**src/sv/sacl_tag_ram.sv**
```systemverilog
`default_nettype none

module sacl_tag_ram #(
  parameter int unsigned DEPTH = 64,
  parameter int unsigned WIDTH = 8
) (
  input  wire logic                     clk_i,
  input  wire logic                     we_i,
  input  wire logic [$clog2(DEPTH)-1:0] waddr_i,
  input  wire logic [WIDTH-1:0]         wdata_i,
  input  wire logic                     re_i,
  input  wire logic [$clog2(DEPTH)-1:0] raddr_i,
  output logic      [WIDTH-1:0]         rdata_o
);

  logic [WIDTH-1:0] mem [DEPTH];

  // one write port
  always_ff @(posedge clk_i) begin
    if (we_i) begin
      mem[waddr_i] <= wdata_i;
    end
  end

  // registered read port
  always_ff @(posedge clk_i) begin
    if (re_i) begin
      rdata_o <= mem[raddr_i];
    end
  end

endmodule

`default_nettype wire

```
**config.mk**
```make
export PLATFORM = sky130hd
export DESIGN_NAME = sacl_tag_ram
export DESIGN_NICKNAME = d
export VERILOG_FILES = /design/src/sv/sacl_tag_ram.sv
export SDC_FILE = /design/constraint.sdc
export NUM_CORES = 1
export LEC_CHECK = 0
export BUFFER_PORTS_ARGS = -buffer_cell sky130_fd_sc_hd__clkbuf_2
export CAP_MARGIN = 20
export CORE_ASPECT_RATIO = 0.8
export CORE_MARGIN = 5
export CORE_UTILIZATION = 56
export CTS_CLUSTER_SIZE = 8
export DETAILED_ROUTE_END_ITERATION = 8
export HOLD_SLACK_MARGIN = 0.05
export PLACE_DENSITY = 0.75
export SLEW_MARGIN = 20
export SYNTH_ARGS = -nofsm -noshare
export SYNTH_HDL_FRONTEND = slang
export SYNTH_SLANG_ARGS = --single-unit
```
**constraint.sdc**
```tcl
create_clock -name clk_i -period 1.8 [get_ports clk_i]
set_input_delay 0.09 -clock clk_i [delete_from_list [all_inputs] [get_ports clk_i]]
set_output_delay 0.09 -clock clk_i [all_outputs]
set_load 0.02 [all_outputs]
```
==> metrics.log <==
[metrics] H-tree depth reported by CTS: 3
[metrics] total number of vias: 10454
[metrics] MaxCap Viol Count: 0
[metrics] delay of the slowest cell on the worst path: 0.54 ns
[metrics] most frequent CP cell: sky130_fd_sc_hd__mux4_2
[metrics] buffers and inverters on the worst path: 0
[metrics] Critical Path RT: 2.10 ns
[metrics] Area contributors post-synth: sky130_fd_sc_hd__edfxtp_1 (77%), sky130_fd_sc_hd__mux4_2 (14%), sky130_fd_sc_hd__nor2_1 (1.5%), sky130_fd_sc_hd__mux2i_1 (1.1%), sky130_fd_sc_hd__mux2_2 (0.72%)
[metrics] buffers inserted during post-CTS setup optimization: 0
[metrics] grt ovf: 0
[metrics] Synth Net Count: 963
[metrics] clock-pin slew reported for the worst setup and hold paths after clock tree synthesis: 0.05 ns
[metrics] worst min-delay path class: in2reg
[metrics] Antenna Nets Post-Route: 0
[metrics] Peak supply drop: 0.748 mV
[metrics] Detailed Routing Iterations Pass 1: 5
[metrics] Syn-to-layout area delta: 19.6%
[metrics] CTS root buffer: sky130_fd_sc_hd__clkbuf_16
[metrics] result of the run: finished, violations left
[metrics] dominant delay contributor by cell family on the critical path: multiplexers
[metrics] number of clock sinks: 520
[metrics] setup clock skew after layout: 0.0160 ns
[metrics] main flop type after synthesis: sky130_fd_sc_hd__edfxtp_1
[metrics] filler-free cell count of the finished design: 1638
[metrics] area of the die: 0.0401 sq mm
[metrics] cell with the biggest individual delay on the critical path: sky130_fd_sc_hd__mux4_2
[metrics] final setup vio count: 7
[metrics] number of buffers added on ports: 30
[metrics] final estimated routing congestion in global placement: 0.908
[metrics] cell-by-cell listing of the critical path: mux4_2, mux4_2, nor2_2, nor3_2, o2bb2ai_1
[metrics] total detailed-routing wirelength: 47.7 mm
[metrics] Startpoint Class: flip-flop
[metrics] met1 wire length: 18.6 mm
[metrics] CTS tree: done
[metrics] Pins Over Slew Limit: 0
[metrics] ratio of routed vias to standard cells: 6.38
[metrics] Site Rows: 62
[metrics] First DRT Iteration DRCs: 1486
[metrics] number of hold violations in the final report: 0
[metrics] number of top-level pins: 31
[metrics] fraction of layout cells with a size suffix above 1: 0.360
[metrics] violated checks: negative setup slack
[metrics] yosys warns: 0
[metrics] crit path capture type: flip-flop
[metrics] global-route wire length before repair: 70.6 mm
[metrics] insertion delay to the later sink of the worst-skew pair: 0.57 ns
[metrics] area share of the largest cell type after synthesis: 0.771
[metrics] library cell occupying the most area in the post-synthesis netlist: sky130_fd_sc_hd__edfxtp_1
[metrics] area of the mapped netlist: 0.0202 sq mm
[metrics] clock buffer count from CTS: 74
[metrics] leakage power figure: 7.97 nW
[metrics] period utilisation layout: 1.14
[metrics] antenna violations before repair: 4
[metrics] maximum buffer depth of the clock tree: 3
[metrics] initial standard-cell utilization of the core: 0.565
[metrics] met2 wirelength from detailed routing: 22.2 mm
[metrics] chip width: 223 microns
[metrics] final-stage net count: 1176
[metrics] share of async-settable or async-resettable flops after synthesis: 0
[metrics] Chip Height: 180 microns
[metrics] slew of the pin with the lowest slew margin: 0.650 ns
[metrics] count of flip-flops with a built-in enable after synthesis: 520
[metrics] area of the core: 0.0358 sq mm
[metrics] Mean Syn Cell Area: 21.5 sq um
[metrics] Max-slew headroom: 0.563
[metrics] count of unresolved DRC violations after routing: 0
[metrics] worst setup path category: reg2reg
[metrics] detailed-route wire length per cell: 29.1 microns
[metrics] minimum clock period after layout: 2.06 ns
[metrics] fmax: 486 MHz
[metrics] most instantiated library cell after synthesis: sky130_fd_sc_hd__edfxtp_1
[metrics] post-synthesis sequential area ratio: 0.771
[metrics] wire length on met3: 5.65 mm
[metrics] uppermost signal routing layer after detailed routing: met5
[metrics] via count of the first global-routing pass: 10684
[metrics] placed standard-cell area: 0.0221 sq mm
[metrics] DP HPWL: 29.4 mm
[metrics] areal power density over the cells: 1110 mW/mm^2
[metrics] number of distinct library cell variants in the gate-level netlist after synthesis: 39
[metrics] total of flip-flops plus latches after synthesis: 520
[metrics] arrival time worst endpoint: 2.36 ns
[metrics] number of placed instances, taps included: 1549
[metrics] commonest cells in the synthesized netlist: sky130_fd_sc_hd__edfxtp_1 (520), sky130_fd_sc_hd__mux4_2 (126), sky130_fd_sc_hd__nor2_1 (83)
[metrics] post-route design area: 0.0242 sq mm
[metrics] total routing usage reported by global routing: 0.241
[metrics] RSZ-0062 raised after global routing: yes
[metrics] largest net degree at the start of global routing: 65
[metrics] gate count after technology mapping: 940
[metrics] worst setup margin: -0.257 ns
[metrics] largest fanout of any net on the critical path: 1
worst register-to-register path, stage by stage, from the launching register on:
cell,delay [ns]
sky130_fd_sc_hd__edfxtp_1,0.41
sky130_fd_sc_hd__mux4_2,0.54
sky130_fd_sc_hd__mux4_2,0.53
sky130_fd_sc_hd__nor2_2,0.12
sky130_fd_sc_hd__nor3_2,0.05
sky130_fd_sc_hd__o2bb2ai_1,0.13
sequential cells by signal, indices dropped and copies added, names as in the netlist:
register  cells
mem         512
rdata_o       8
cell type report:
type / count / area, sq um
sequential: 520 / 15600
fill: 2199 / 11600
multi-input combinational: 369 / 4440
clock buffer: 77 / 1930
timing repair buffer: 188 / 1610
tap: 480 / 601
clock inverter: 2 / 17.5
antenna: 2 / 5.00
per-layer routing:
metal | vias up | GRT usage
met4 | 4 | 0.0752
met2 | 620 | 0.356
met5 | - | 0
met3 | 99 | 0.0796
met1 | 5397 | 0.348
li1 | 4334 | -
where the power goes:
| group | leakage, nW | internal (mW) | switching [mW] |
|---|---|---|---|
| Clock | 0.958 | 7.44 | 4.50 |
| Combinational | 2.32 | 0.624 | 0.855 |
| Sequential | 4.69 | 13.5 | 0.0389 |
| Total | 7.97 | 21.5 | 5.39 |
logic make-up (layout without fill, tap and decap cells):
family	Yosys count	in the layout	share of synthesized area
AO/OA/AOI/OAI	54	54	0.0206
buffers and inverters	51	267	0.0156
flip-flops	520	520	0.771
multiplexers	162	162	0.159
other	0	2	0
AND/OR/NAND/NOR	153	153	0.0337
placed cells by master, fill, tap and decap left out, types with 11 or more instances in the layout:
| cell | Yosys | layout |
|---|---|---|
| sky130_fd_sc_hd__edfxtp_1 | 520 | 520 |
| sky130_fd_sc_hd__buf_4 | 13 | 133 |
| sky130_fd_sc_hd__mux4_2 | 126 | 126 |
| sky130_fd_sc_hd__nor2_1 | 83 | 81 |
| sky130_fd_sc_hd__clkbuf_16 | 0 | 77 |
| sky130_fd_sc_hd__clkbuf_2 | 0 | 27 |
| sky130_fd_sc_hd__mux2i_1 | 23 | 22 |
| sky130_fd_sc_hd__nand2_1 | 19 | 19 |
| sky130_fd_sc_hd__buf_12 | 2 | 19 |
| sky130_fd_sc_hd__nor2b_1 | 14 | 14 |
| sky130_fd_sc_hd__nand3_1 | 13 | 13 |
| sky130_fd_sc_hd__mux2_2 | 13 | 11 |
repair_timing:
item                                    CTS  global route
hold buffers                              8             0
pin swaps                                 4             1
hold endpoints to repair                416             0
endpoints found under the setup margin    8             8
gates resized for setup                  12            13
metrics by stage:
stage | utilization | total power, mW | setup slack, ns | hold WS (ns) | setup TNS [ns]
after floorplan | - | 14.4 | 0.00413 | 0.189 | 0
after global placement | 0.616 | 15.1 | -0.515 | 0.499 | -3.26
after detailed placement | 0.616 | 15.1 | -0.467 | 0.516 | -3.22
after CTS | 0.674 | 27.1 | -0.287 | 0.0892 | -1.00
after global routing | 0.676 | 27.8 | -0.265 | 0.139 | -1.27
final | 0.676 | 26.9 | -0.257 | 0.142 | -0.972
final timing paths:
| check | startpoint | endpoint | slack (ns) | depth (start not counted) |
|---|---|---|---|---|
| max | mem[12][1]$_DFFE_PP_ | rdata_o[1]$_DFFE_PP_ | -0.26 | 5 |
| min | raddr_i[4] | rdata_o[7]$_DFFE_PP_ | 0.14 | 4 |
| max reg2reg | mem[12][1]$_DFFE_PP_ | rdata_o[1]$_DFFE_PP_ | -0.26 | 5 |
| min reg2reg | mem[34][2]$_DFFE_PP_ | rdata_o[2]$_DFFE_PP_ | 0.94 | 4 |
(Power assumes the default switching activity.)
