$ cat src/sv/sacl_pkg.sv
`default_nettype none

package sacl_pkg;

  // access kinds carried on the opcode field
  localparam logic OP_READ  = 1'b0;
  localparam logic OP_WRITE = 1'b1;

  // configuration register indexes
  localparam int unsigned CFG_IDX_W = 8;
  localparam logic [CFG_IDX_W-1:0] CFG_WB_MODE     = 8'd0;
  localparam logic [CFG_IDX_W-1:0] CFG_WRITE_ALLOC = 8'd1;

  localparam int unsigned CNT_W   = 32;
  localparam int unsigned STAMP_W = 32;

  // control sequencer
  typedef enum logic [1:0] {
    ST_CLEAR,
    ST_IDLE,
    ST_LOOKUP
  } sacl_state_e;

  // what one lookup did, from the way logic to the control
  typedef struct packed {
    logic       hit;
    logic       evicted;
    logic       memory_write;
    logic [1:0] mem_writes;
  } sacl_outcome_t;

  // statistics counters
  typedef struct packed {
    logic [CNT_W-1:0] access_total;
    logic [CNT_W-1:0] read_total;
    logic [CNT_W-1:0] read_miss_total;
    logic [CNT_W-1:0] write_total;
    logic [CNT_W-1:0] write_miss_total;
    logic [CNT_W-1:0] eviction_total;
    logic [CNT_W-1:0] memory_write_total;
  } sacl_stats_t;

  // saturating add of a small increment
  function automatic logic [CNT_W-1:0] sat_add(input logic [CNT_W-1:0] c,
                                               input logic [1:0] inc);
    logic [CNT_W:0] sum;
    sum = {1'b0, c} + (CNT_W+1)'(inc);
    return sum[CNT_W] ? {CNT_W{1'b1}} : sum[CNT_W-1:0];
  endfunction

endpackage

`default_nettype wire

$ cat src/sv/sacl_way_logic.sv
`default_nettype none

module sacl_way_logic import sacl_pkg::*; #(
  parameter int unsigned WAYS  = 4,
  parameter int unsigned TAG_W = 22,
  parameter int unsigned WAY_W = 2,
  parameter int unsigned ROW_W = WAYS * (2 + TAG_W + STAMP_W)
) (
  input  wire logic [ROW_W-1:0]   row_i,
  input  wire logic [TAG_W-1:0]   tag_i,
  input  wire logic               is_write_i,
  input  wire logic               wb_mode_i,
  input  wire logic               write_alloc_i,
  input  wire logic [STAMP_W-1:0] stamp_i,
  output logic      [ROW_W-1:0]   row_o,
  output logic      [WAY_W-1:0]   way_o,
  output sacl_outcome_t           outcome_o
);

  localparam int unsigned ENT_W  = 2 + TAG_W + STAMP_W;
  localparam int unsigned LEAVES = 1 << $clog2(WAYS);

  logic               ent_valid [WAYS];
  logic               ent_dirty [WAYS];
  logic [TAG_W-1:0]   ent_tag   [WAYS];
  logic [STAMP_W-1:0] ent_stamp [WAYS];

  logic [STAMP_W-1:0] node_stamp [2*LEAVES];
  logic [WAY_W-1:0]   node_way   [2*LEAVES];
  logic               node_pres  [2*LEAVES];

  logic             any_hit, any_inv;
  logic [WAY_W-1:0] hit_way, inv_way, lru_way, fill_way;
  logic             alloc, evict, victim_dirty;

  // unpack the set row into ways
  always_comb begin
    for (int w = 0; w < WAYS; w++) begin
      ent_valid[w] = row_i[w*ENT_W + ENT_W - 1];
      ent_dirty[w] = row_i[w*ENT_W + ENT_W - 2];
      ent_tag[w]   = row_i[w*ENT_W + STAMP_W +: TAG_W];
      ent_stamp[w] = row_i[w*ENT_W +: STAMP_W];
    end
  end

  // tag match and first free way, lowest way first
  always_comb begin
    any_hit = 1'b0;
    hit_way = '0;
    any_inv = 1'b0;
    inv_way = '0;
    for (int w = WAYS - 1; w >= 0; w--) begin
      if (ent_valid[w] && ent_tag[w] == tag_i) begin
        any_hit = 1'b1;
        hit_way = WAY_W'(w);
      end
      if (!ent_valid[w]) begin
        any_inv = 1'b1;
        inv_way = WAY_W'(w);
      end
    end
  end

  // lru tree: oldest stamp, ties go to the higher way
  always_comb begin
    node_stamp[0] = '0;
    node_way[0]   = '0;
    node_pres[0]  = 1'b0;
    for (int i = 0; i < LEAVES; i++) begin
      node_pres[LEAVES+i]  = (i < WAYS);
      node_way[LEAVES+i]   = WAY_W'(i);
      node_stamp[LEAVES+i] = '0;
      if (i < WAYS) begin
        node_stamp[LEAVES+i] = ent_stamp[i];
      end
    end
    for (int i = LEAVES - 1; i >= 1; i--) begin
      if (node_pres[2*i+1] &&
          (!node_pres[2*i] || node_stamp[2*i+1] <= node_stamp[2*i])) begin
        node_stamp[i] = node_stamp[2*i+1];
        node_way[i]   = node_way[2*i+1];
      end else begin
        node_stamp[i] = node_stamp[2*i];
        node_way[i]   = node_way[2*i];
      end
      node_pres[i] = node_pres[2*i] | node_pres[2*i+1];
    end
  end

  assign lru_way = node_way[1];

  // policy decisions
  always_comb begin
    alloc        = !any_hit && (!is_write_i || write_alloc_i);
    fill_way     = any_inv ? inv_way : lru_way;
    evict        = alloc && !any_inv;
    victim_dirty = ent_dirty[lru_way];

    outcome_o.hit        = any_hit;
    outcome_o.evicted    = evict;
    outcome_o.mem_writes = 2'(evict && victim_dirty)
                         + 2'(is_write_i && (!wb_mode_i || (!any_hit && !write_alloc_i)));
    outcome_o.memory_write = outcome_o.mem_writes != 2'd0;

    if (any_hit) begin
      way_o = hit_way;
    end else if (alloc) begin
      way_o = fill_way;
    end else begin
      way_o = '0;
    end
  end

  // updated set row
  always_comb begin
    row_o = row_i;
    for (int w = 0; w < WAYS; w++) begin
      if (any_hit && hit_way == WAY_W'(w)) begin
        row_o[w*ENT_W +: STAMP_W] = stamp_i;
        if (is_write_i && wb_mode_i) begin
          row_o[w*ENT_W + ENT_W - 2] = 1'b1;
        end
      end
      if (alloc && fill_way == WAY_W'(w)) begin
        row_o[w*ENT_W + ENT_W - 1]       = 1'b1;
        row_o[w*ENT_W + ENT_W - 2]       = is_write_i && wb_mode_i;
        row_o[w*ENT_W + STAMP_W +: TAG_W] = tag_i;
        row_o[w*ENT_W +: STAMP_W]        = stamp_i;
      end
    end
  end

endmodule

`default_nettype wire

$ cat config.mk
export PLATFORM = sky130hd
export DESIGN_NAME = sacl_way_logic
export DESIGN_NICKNAME = d
export VERILOG_FILES = /design/src/sv/sacl_pkg.sv /design/src/sv/sacl_way_logic.sv
export SDC_FILE = /design/constraint.sdc
export NUM_CORES = 1
export LEC_CHECK = 0
export BUFFER_PORTS_ARGS = -buffer_cell sky130_fd_sc_hd__buf_2
export CAP_MARGIN = 25
export CORE_AREA = 2 2 197 199
export DETAILED_ROUTE_END_ITERATION = 10
export DIE_AREA = 0 0 199 201
export PLACE_DENSITY = 0.46
export SLEW_MARGIN = 20
export SYNTH_ARGS = -nofsm -noshare
export SYNTH_HDL_FRONTEND = slang
export SYNTH_SLANG_ARGS = --single-unit
$ cat constraint.sdc
create_clock -name vclk -period 16.3
set_input_delay 3.26 -clock vclk [all_inputs]
set_output_delay 3.26 -clock vclk [all_outputs]
set_load 0.03 [all_outputs]
==> reports/results.txt, run 1 <==
WL final: 40,000 microns
compound-gate portion of the synthesized area: 0.119
post-DP HPWL: 35,800 microns
port bufs: 512
largest family of logic cells by synthesized area: multiplexers
Vias/cell: 4.61
core box area: 38,100 sq um
Final nets: 1,785
Fin Setup TNS: 0 ns
antenna-violating nets left: 0
WP data arrival: 9.98 ns
Adder-Cell Fraction of Synth Area: 0.156
Register Area: 0 sq um
Vias: 8,870
first-pass iteration count of the detailed router: 4
Crit path required time: 13.04 ns
Hold Violations, Final: 0
largest net degree at the start of global routing: 55
post-synth top area cell: mux2_4
f_max: 0.0755 GHz
first-pass GRT wire length: 56,400 microns
CLK BUF: 0
RePlAce Congestion: 0.906
Boundary Pins: 512
critical path class: primary input to output pin
fraction of layout cells with a size suffix above 1: 0.533
Final setup viols: 0
RSZ-0062 raised after global routing: no
Yosys warnings: 0
post-CTS resize count: 0
top-area cell type share of the netlist area: 0.222
Global Route Usage Sum: 0.189
Cell Area, Synth: 7850 sq um
Syn Inst Count: 940
most used cell, CP: buf_4
Setup crit end kind: output pin
pre-CTS setup slack: 2.83 ns
P_leak: 5.54 nW
CP max stage delay: 0.67 ns
Layout area overhead: 37.5%
sequential area share after synthesis: 0
crit share post-route: 0.812
overflow left after global routing: 0
power density cells: 45.7 nW/um^2
Final min period: 13.24 ns
die area: 40,000 sq um
Netlist cell types: 62
Site Rows: 72
routed length per placed instance: 20.8 microns
Die Width: 199 microns
post-route setup slack: 3.06 ns
Die Ht: 201 microns
pins over their slew limit: 0
VDD IR max: 22.2 uV
synthesized area per cell: 8.35 sq um
number of global-route vias before repair: 8,963
normalized max-slew margin: 0.452
DRC: 0
Tot Pwr: 0.493 mW
status: finished, final reports clean
Worst Setup Start Kind: primary input
post-synthesis mux area share: 0.373
Hold/Removal Path Class: primary input to output pin
Worst-Margin Slew: 0.822 ns
top-count cell post-synth: mux2_4
Starting Density: 0.206
synth top area cells: mux2_4 22%, ha_1 16%, mux2_2 12%
crit path max fanout: 35
net count after synthesis: 1,319
FFs & Latches: 0
postcts setup bufs: 0
crit-path cells: buf_2, inv_1, ha_1, a21oi_1, o21ai_0, a221oi_1, o21ai_0, o21bai_4, buf_4, a21oi_1, ha_1, nand4_1, nor4_1, and2_1, a31oi_1, a31oi_2, mux2_2, o211ai_4, buf_4, o21ai_4, buf_4, mux2_4, buf_2
xor/xnor share of the synthesized area: 0.0982
DRT iter0 DRCs: 282
antenna violations before repair: 2
fill count: 4,229
Crit-path slowest cell: o21bai_4
max cap viols: 0
Post-Synth Simple-Gate Area: 0.169
ant diodes: 0
Synth top cells by count: 116 x mux2_4, 98 x ha_1, 83 x mux2_2
hold_buf cts: 0
per-stage QoR:
step | utilization | hold WS, ns | std cells | area (sq um)
5_1_grt | 0.283 | 6.93 | 1922 | 10800
2_1_floorplan | - | 6.70 | 940 | 7850
6_report | 0.283 | 6.91 | 1922 | 10800
3_5_place_dp | 0.283 | 6.91 | 1921 | 10800
3_3_place_gp | 0.282 | 6.91 | 1919 | 10800
4_1_cts | 0.283 | 6.91 | 1921 | 10800
per-layer routing:
metal | track usage | vias up | share of wire
li1 | - | 4318 | -
met1 | 0.197 | 4106 | 0.37
met2 | 0.379 | 381 | 0.53
met3 | 0.0228 | 61 | 0.053
met4 | 0.0642 | 4 | 0.043
met5 | 0 | - | 0.00085
cell families after synthesis:
kind of cell,count (synthesis)
buffers and inverters,131
AOI/OAI and AO/OA,153
xor gates and xnor gates,88
muxes,222
adders and majority gates,98
and+or+nand+nor,248
worst max-delay path: cells and delay by family:
family                   cells  cell delay [ns]
AND/OR/NAND/NOR              3             1.04
buffers and inverters        6             1.57
adder cells (fa/ha/maj)      2             0.63
multiplexers                 2             0.81
AO/OA/AOI/OAI               10             2.58
layout make-up:
type	count	area (sq um)	share of cell area
Inverter	72	270	0.0250
Multi-Input combinational cell	809	7220	0.669
Tap cell	518	648	0.0601
Timing Repair Buffer	523	2660	0.246
cell usage in the layout, fill, tap and decap left out, types with 8 or more instances in the layout:
| master | synthesis | final |
|---|---|---|
| a21oi_1 | 70 | 70 |
| buf_2 | 23 | 512 |
| buf_4 | 3 | 8 |
| ha_1 | 98 | 98 |
| inv_1 | 72 | 72 |
| mux2_1 | 20 | 20 |
| mux2_2 | 83 | 83 |
| mux2_4 | 116 | 116 |
| nand2_1 | 70 | 70 |
| nand3_1 | 17 | 17 |
| nand4_1 | 31 | 31 |
| nor2_1 | 45 | 45 |
| nor3_1 | 14 | 14 |
| nor4_1 | 16 | 16 |
| o21ai_0 | 48 | 48 |
| xnor2_1 | 30 | 30 |
| xor2_1 | 58 | 58 |
report_power, final:
group | switching (mW) | total (mW) | internal [mW]
combinational | 0.307 | 0.493 | 0.186
clock | 0 | 0 | 0
sequential | 0 | 0 | 0
worst paths after layout:
path / startpoint / endpoint / slack (ns) / cells after the start
min: row_i[163] / row_o[163] / 6.91 / 3
max: row_i[27] / row_o[70] / 3.06 / 23
(Power assumes the default switching activity.)
==> run 2, diff against run 1 <==
PLACE_DENSITY = 0.48   (was 0.46)
clock period = 11.7 ns   (was 16.3 ns; I/O delays follow)
==> run 2 against run 1 <==
  * Via count decreased by 0.28%
  * Highest routed layer unchanged
  * Worst setup slack got worse by 2.2 ns
  * Power increased by 39%
  * Die area unchanged
==> reports/results.txt, run 2 (synthesized netlist as in run 1, its figures left out) <==
WHS: 5.07 ns (-1.84 ns)
Pint: 0.261 mW (+40%)
switch share: 0.620 (-0.00192)
met2 usage: 0.385 (+0.00549)
Final setup viols: 0 (unchanged)
status: finished, final reports clean
Worst Setup Start Kind: primary input
first-pass iteration count of the detailed router: 4 (unchanged)
normalized max-slew margin: 0.388 (-0.0642)
Die Width: 199 microns (unchanged)
first-pass GRT wire length: 57,700 microns (+2.2%)
Worst Hold Path EP: row_o[158]
crit-path cells: buf_2, inv_1, ha_1, a21oi_1, o21ai_0, a221oi_1, o31ai_1, o21ai_4, buf_4, o21ai_0, ha_1, nand4_1, nor4_1, and2_1, a31oi_1, a31oi_2, mux2_2, nor2_1, o32ai_4, buf_12, mux2_2, buf_2
Final nets: 1,787 (+0.11%)
antenna violations before repair: 3 (+1)
f_max: 0.0922 GHz
WP data arrival: 8.51 ns (-1.47 ns)
post-DP HPWL: 36,500 microns (+1.9%)
RSZ-0062 raised after global routing: no
Vias/cell: 4.60 (-0.39%)
pins over their slew limit: 0 (unchanged)
post-CTS resize count: 0 (unchanged)
hold_buf cts: 0 (unchanged)
Hold/Removal Path Class: primary input to output pin
DRC: 0 (unchanged)
Comb power frac: 1.000 (about the same)
Crit-path slowest cell: o32ai_4
RePlAce Congestion: 0.907 (+0.14%)
Sw Pwr: 0.426 mW (+39%)
ant diodes: 0 (unchanged)
FFs & Latches: 0 (unchanged)
DRT iter0 DRCs: 266 (-5.7%)
Setup crit end kind: output pin
Hold Violations, Final: 0 (unchanged)
fill count: 4,248 (+0.45%)
Site Rows: 72 (unchanged)
Layout area overhead: 38.0%
largest net degree at the start of global routing: 36 (-35%)
port bufs: 512 (unchanged)
Die Ht: 201 microns (unchanged)
overflow left after global routing: 0 (unchanged)
core box area: 38,100 sq um (unchanged)
Crit path required time: 9.36 ns (-3.68 ns)
Vias: 8,845 (-0.28%)
Fin Setup TNS: 0 ns (unchanged)
WL final: 40,500 microns (+1.2%)
die area: 40,000 sq um (unchanged)
postcts setup bufs: 0 (unchanged)
fraction of layout cells with a size suffix above 1: 0.534 (+0.00138)
GR met3 Demand/Resource: 0.0188 (-0.00403)
VDD IR max: 36.3 uV (+63%)
Tot Pwr: 0.687 mW (+39%)
Register Area: 0 sq um (unchanged)
number of global-route vias before repair: 9,212 (+2.8%)
global route hottest layer: met2
routed length per placed instance: 21.1 microns (+1.1%)
Worst-Margin Slew: 0.918 ns (+0.0963 ns)
crit path max fanout: 35 (unchanged)
Global Route Usage Sum: 0.192 (+0.00306)
commonest non-fill, non-tap cell in the layout: buf_2
hold path cells: 3 (unchanged)
commonest cells after routing, fill and taps aside: 513 x buf_2, 116 x mux2_4, 98 x ha_1
Final min period: 10.85 ns
Flop pwr share: 0 (unchanged)
grt met1 use: 0.201 (+0.00324)
Starting Density: 0.206 (unchanged)
CLK BUF: 0 (unchanged)
crit share post-route: 0.927
max cap viols: 0 (unchanged)
critical path class: primary input to output pin
antenna-violating nets left: 0 (unchanged)
Clk network pwr share: 0 (unchanged)
P_leak: 5.56 nW (+0.26%)
critical hold path startpoint: row_i[158]
Boundary Pins: 512 (unchanged)
CP max stage delay: 0.78 ns (+0.11 ns)
power density cells: 63.4 nW/um^2 (+39%)
## run 2: cell types whose count changed in the layout (fill, tap and decap cells not counted), sizes merged
cell,before,now
buf,522,525
clkbuf,1,0
## run 2: area by class of cell
class                      count  area [sq um]  share of cell area
multi-input combinational    809          7220               0.667
timing repair buffer         525          2700               0.249
tap                          518           648              0.0598
inverter                      72           270              0.0249
## run 2: worst max path at each step
stage / from / end / slack (ns)
6_report: row_i[139] / row_o[169] / 0.85
3_3_place_gp: row_i[139] / row_o[168] / 0.82
2_1_floorplan: row_i[125] / row_o[54] / 1.79
4_1_cts: row_i[139] / row_o[168] / 0.70
3_5_place_dp: row_i[139] / row_o[168] / 0.74
5_1_grt: row_i[139] / row_o[168] / 0.20
## run 2: power by group through the flow
stage                     sequential [mW]  clock [mW]  combinational (mW)
after floorplan                         0           0               0.467
after global placement                  0           0               0.689
after detailed placement                0           0               0.692
after CTS                               0           0               0.695
after global routing                    0           0               0.742
final                                   0           0               0.687
## run 2: per-stage QoR
step	instances	utilization	cell area, sq um	setup WS, ns
floorplan	940	-	7850	1.79
finish	1924	0.284	10800	0.851
detailed placement	1924	0.284	10800	0.739
CTS	1924	0.284	10800	0.701
global placement	1923	0.284	10800	0.823
global route	1924	0.284	10800	0.198
## run 2: metal layers
metal | vias up | share of wire
li1 | 4344 | -
met1 | 4074 | 0.37
met4 | 6 | 0.045
met2 | 368 | 0.53
met3 | 53 | 0.048
met5 | - | 0.00084
## run 2: worst max-delay path: cells and delay by family
family	cells	cell delay, ns
mux	2	0.62
fa+ha+maj	2	0.67
simple gates	4	1.01
compound gates	9	2.74
buf+inv	5	1.07
==> run 3, diff against run 2 <==
PLACE_DENSITY = 0.46   (was 0.48)
clock period = 10.8 ns   (was 11.7 ns; I/O delays follow)
==> run 3 against run 2 <==
  * Worst setup slack worse by 0.39 ns
  * Die area stayed put
  * Non-clock buffer count is 10 higher
  * Via count is 0.76% higher
  * Worst hold slack worse by 0.36 ns
  * Combinational power is 9.9% higher
  * Largest cell class unchanged
==> reports/results.txt, run 3 (synthesized netlist as in run 1, its figures left out) <==
status: finished, final reports clean
CP max stage delay: 0.69 ns (-0.09 ns)
WL final: 40,400 microns (-0.35%)
die area: 40,000 sq um (unchanged)
number of global-route vias before repair: 9,077 (-1.5%)
port bufs: 512 (unchanged)
hold_buf cts: 0 (unchanged)
antenna violations before repair: 4 (+1)
P_leak: 5.62 nW (+1.2%)
Hold/Removal Path Class: primary input to output pin
Clk network pwr share: 0 (unchanged)
commonest non-fill, non-tap cell in the layout: buf_2
Final min period: 10.34 ns
Crit path required time: 8.64 ns (-0.72 ns)
FFs & Latches: 0 (unchanged)
fraction of layout cells with a size suffix above 1: 0.538 (+0.00432)
pre-CTS setup slack: 0.273 ns (-0.467 ns)
Pint: 0.289 mW (+11%)
first-pass iteration count of the detailed router: 4 (unchanged)
max cap viols: 0 (unchanged)
core box area: 38,100 sq um (unchanged)
Sw Pwr: 0.466 mW (+9.4%)
Die Width: 199 microns (unchanged)
dpl cells: 1,934 (+0.52%)
f_max: 0.0968 GHz
VDD IR max: 31.7 uV (-13%)
Crit-path slowest cell: nor3_4
DRC: 0 (unchanged)
power density cells: 69.0 nW/um^2 (+8.8%)
crit share post-route: 0.957
non-filler cells, final: 1,937 (+0.68%)
Flop pwr share: 0 (unchanged)
Fin Setup TNS: 0 ns (unchanged)
switch share: 0.617 (-0.00295)
normalized max-slew margin: 0.373 (-0.0155)
largest net degree at the start of global routing: 36 (unchanged)
overflow left after global routing: 0 (unchanged)
Die Ht: 201 microns (unchanged)
Final setup viols: 0 (unchanged)
routed length per placed instance: 20.8 microns (-1.0%)
Site Rows: 72 (unchanged)
Vias: 8,912 (+0.76%)
post-DP HPWL: 36,000 microns (-1.2%)
postcts setup bufs: 0 (unchanged)
Boundary Pins: 512 (unchanged)
Global Route Usage Sum: 0.188 (-0.00425)
Setup crit end kind: output pin
critical path class: primary input to output pin
Starting Density: 0.206 (unchanged)
Worst Setup Start Kind: primary input
crit path max fanout: 35 (unchanged)
Hold Violations, Final: 0 (unchanged)
Comb power frac: 1.000 (about the same)
Register Area: 0 sq um (unchanged)
first-pass GRT wire length: 56,400 microns (-2.2%)
DRT iter0 DRCs: 208 (-22%)
Final nets: 1,798 (+0.62%)
RePlAce Congestion: 0.919 (+1.2%)
post-route setup slack: 0.465 ns (-0.387 ns)
pins over their slew limit: 0 (unchanged)
RSZ-0062 raised after global routing: no
Worst-Margin Slew: 0.934 ns (+0.0160 ns)
commonest cells after routing, fill and taps aside: 512 x buf_2, 116 x mux2_4, 98 x ha_1
antenna-violating nets left: 0 (unchanged)
Layout area overhead: 39.4%
CLK BUF: 0 (unchanged)
WP data arrival: 8.18 ns (-0.33 ns)
Vias/cell: 4.60 (about the same)
crit-path cells: buf_2, inv_1, ha_1, nand4_1, or4_1, a21o_1, a31oi_1, o21ai_4, buf_4, nand2_1, o21ai_0, ha_1, nand4_1, nor4_2, and2_1, a31oi_1, a22oi_1, nand2_2, nor3_4, buf_4, mux2_2, buf_2
-- run 3: changes by cell type in the layout (fill, tap and decap cells not counted) --
| cell | before | now |
|---|---|---|
| o31ai_1 | 1 | 0 |
| nor4_2 | 0 | 1 |
| o31ai_2 | 0 | 1 |
| buf_12 | 3 | 4 |
| nor3_1 | 13 | 14 |
| o21ai_1 | 0 | 1 |
| o21ai_2 | 0 | 1 |
| nor4_1 | 16 | 15 |
| o21ai_0 | 48 | 47 |
| buf_2 | 513 | 512 |
| nor3_2 | 2 | 1 |
| buf_4 | 9 | 19 |
| diode_2 | 0 | 2 |
-- run 3: critical path: cells and delay by family --
kind | cells | cell delay, ns
simple gates | 8 | 2.53
fa+ha+maj | 2 | 0.64
mux | 1 | 0.35
compound gates | 6 | 1.49
buf+inv | 5 | 0.97
-- run 3: power groups by stage --
stage / Combinational (mW) / Sequential [mW] / Clock, mW
floorplan: 0.506 / 0 / 0
global placement: 0.759 / 0 / 0
detailed placement: 0.760 / 0 / 0
CTS: 0.763 / 0 / 0
global route: 0.813 / 0 / 0.0000000248
finish: 0.755 / 0 / 0.0000000249
-- run 3: cell type report --
cell class,instances,area (sq um)
inverters,72,270
diodes,2,5.00
well taps,518,648
fillers,4221,27200
repair buffers,535,2790
multi-input cells,810,7240
-- run 3: through the flow --
stage | util | area, sq um | hold slack, ns | power (mW)
CTS | 0.287 | 10900 | 4.71 | 0.763
finish | 0.287 | 10900 | 4.71 | 0.755
detailed placement | 0.287 | 10900 | 4.71 | 0.760
global placement | 0.287 | 10900 | 4.72 | 0.759
floorplan | - | 7850 | 4.50 | 0.506
global route | 0.287 | 10900 | 4.73 | 0.813
-- run 3: path summary, 6_finish.rpt --
| path | start | to | slack [ns] | cells after the start |
|---|---|---|---|---|
| min | row_i[54] | row_o[54] | 4.71 | 4 |
| max | row_i[121] | row_o[220] | 0.46 | 22 |
-- run 3: per-layer routing --
layer / GRT usage / share of wire
met3: 0.0186 / 0.046
met2: 0.378 / 0.53
met4: 0.0672 / 0.041
met5: 0 / 0.00032
met1: 0.197 / 0.38
-- run 3: timing repair --
item / CTS / global route
resized for setup: 0 / 2
endpoints found under the hold margin: 0 / 0
setup endpoints to repair: 0 / 26
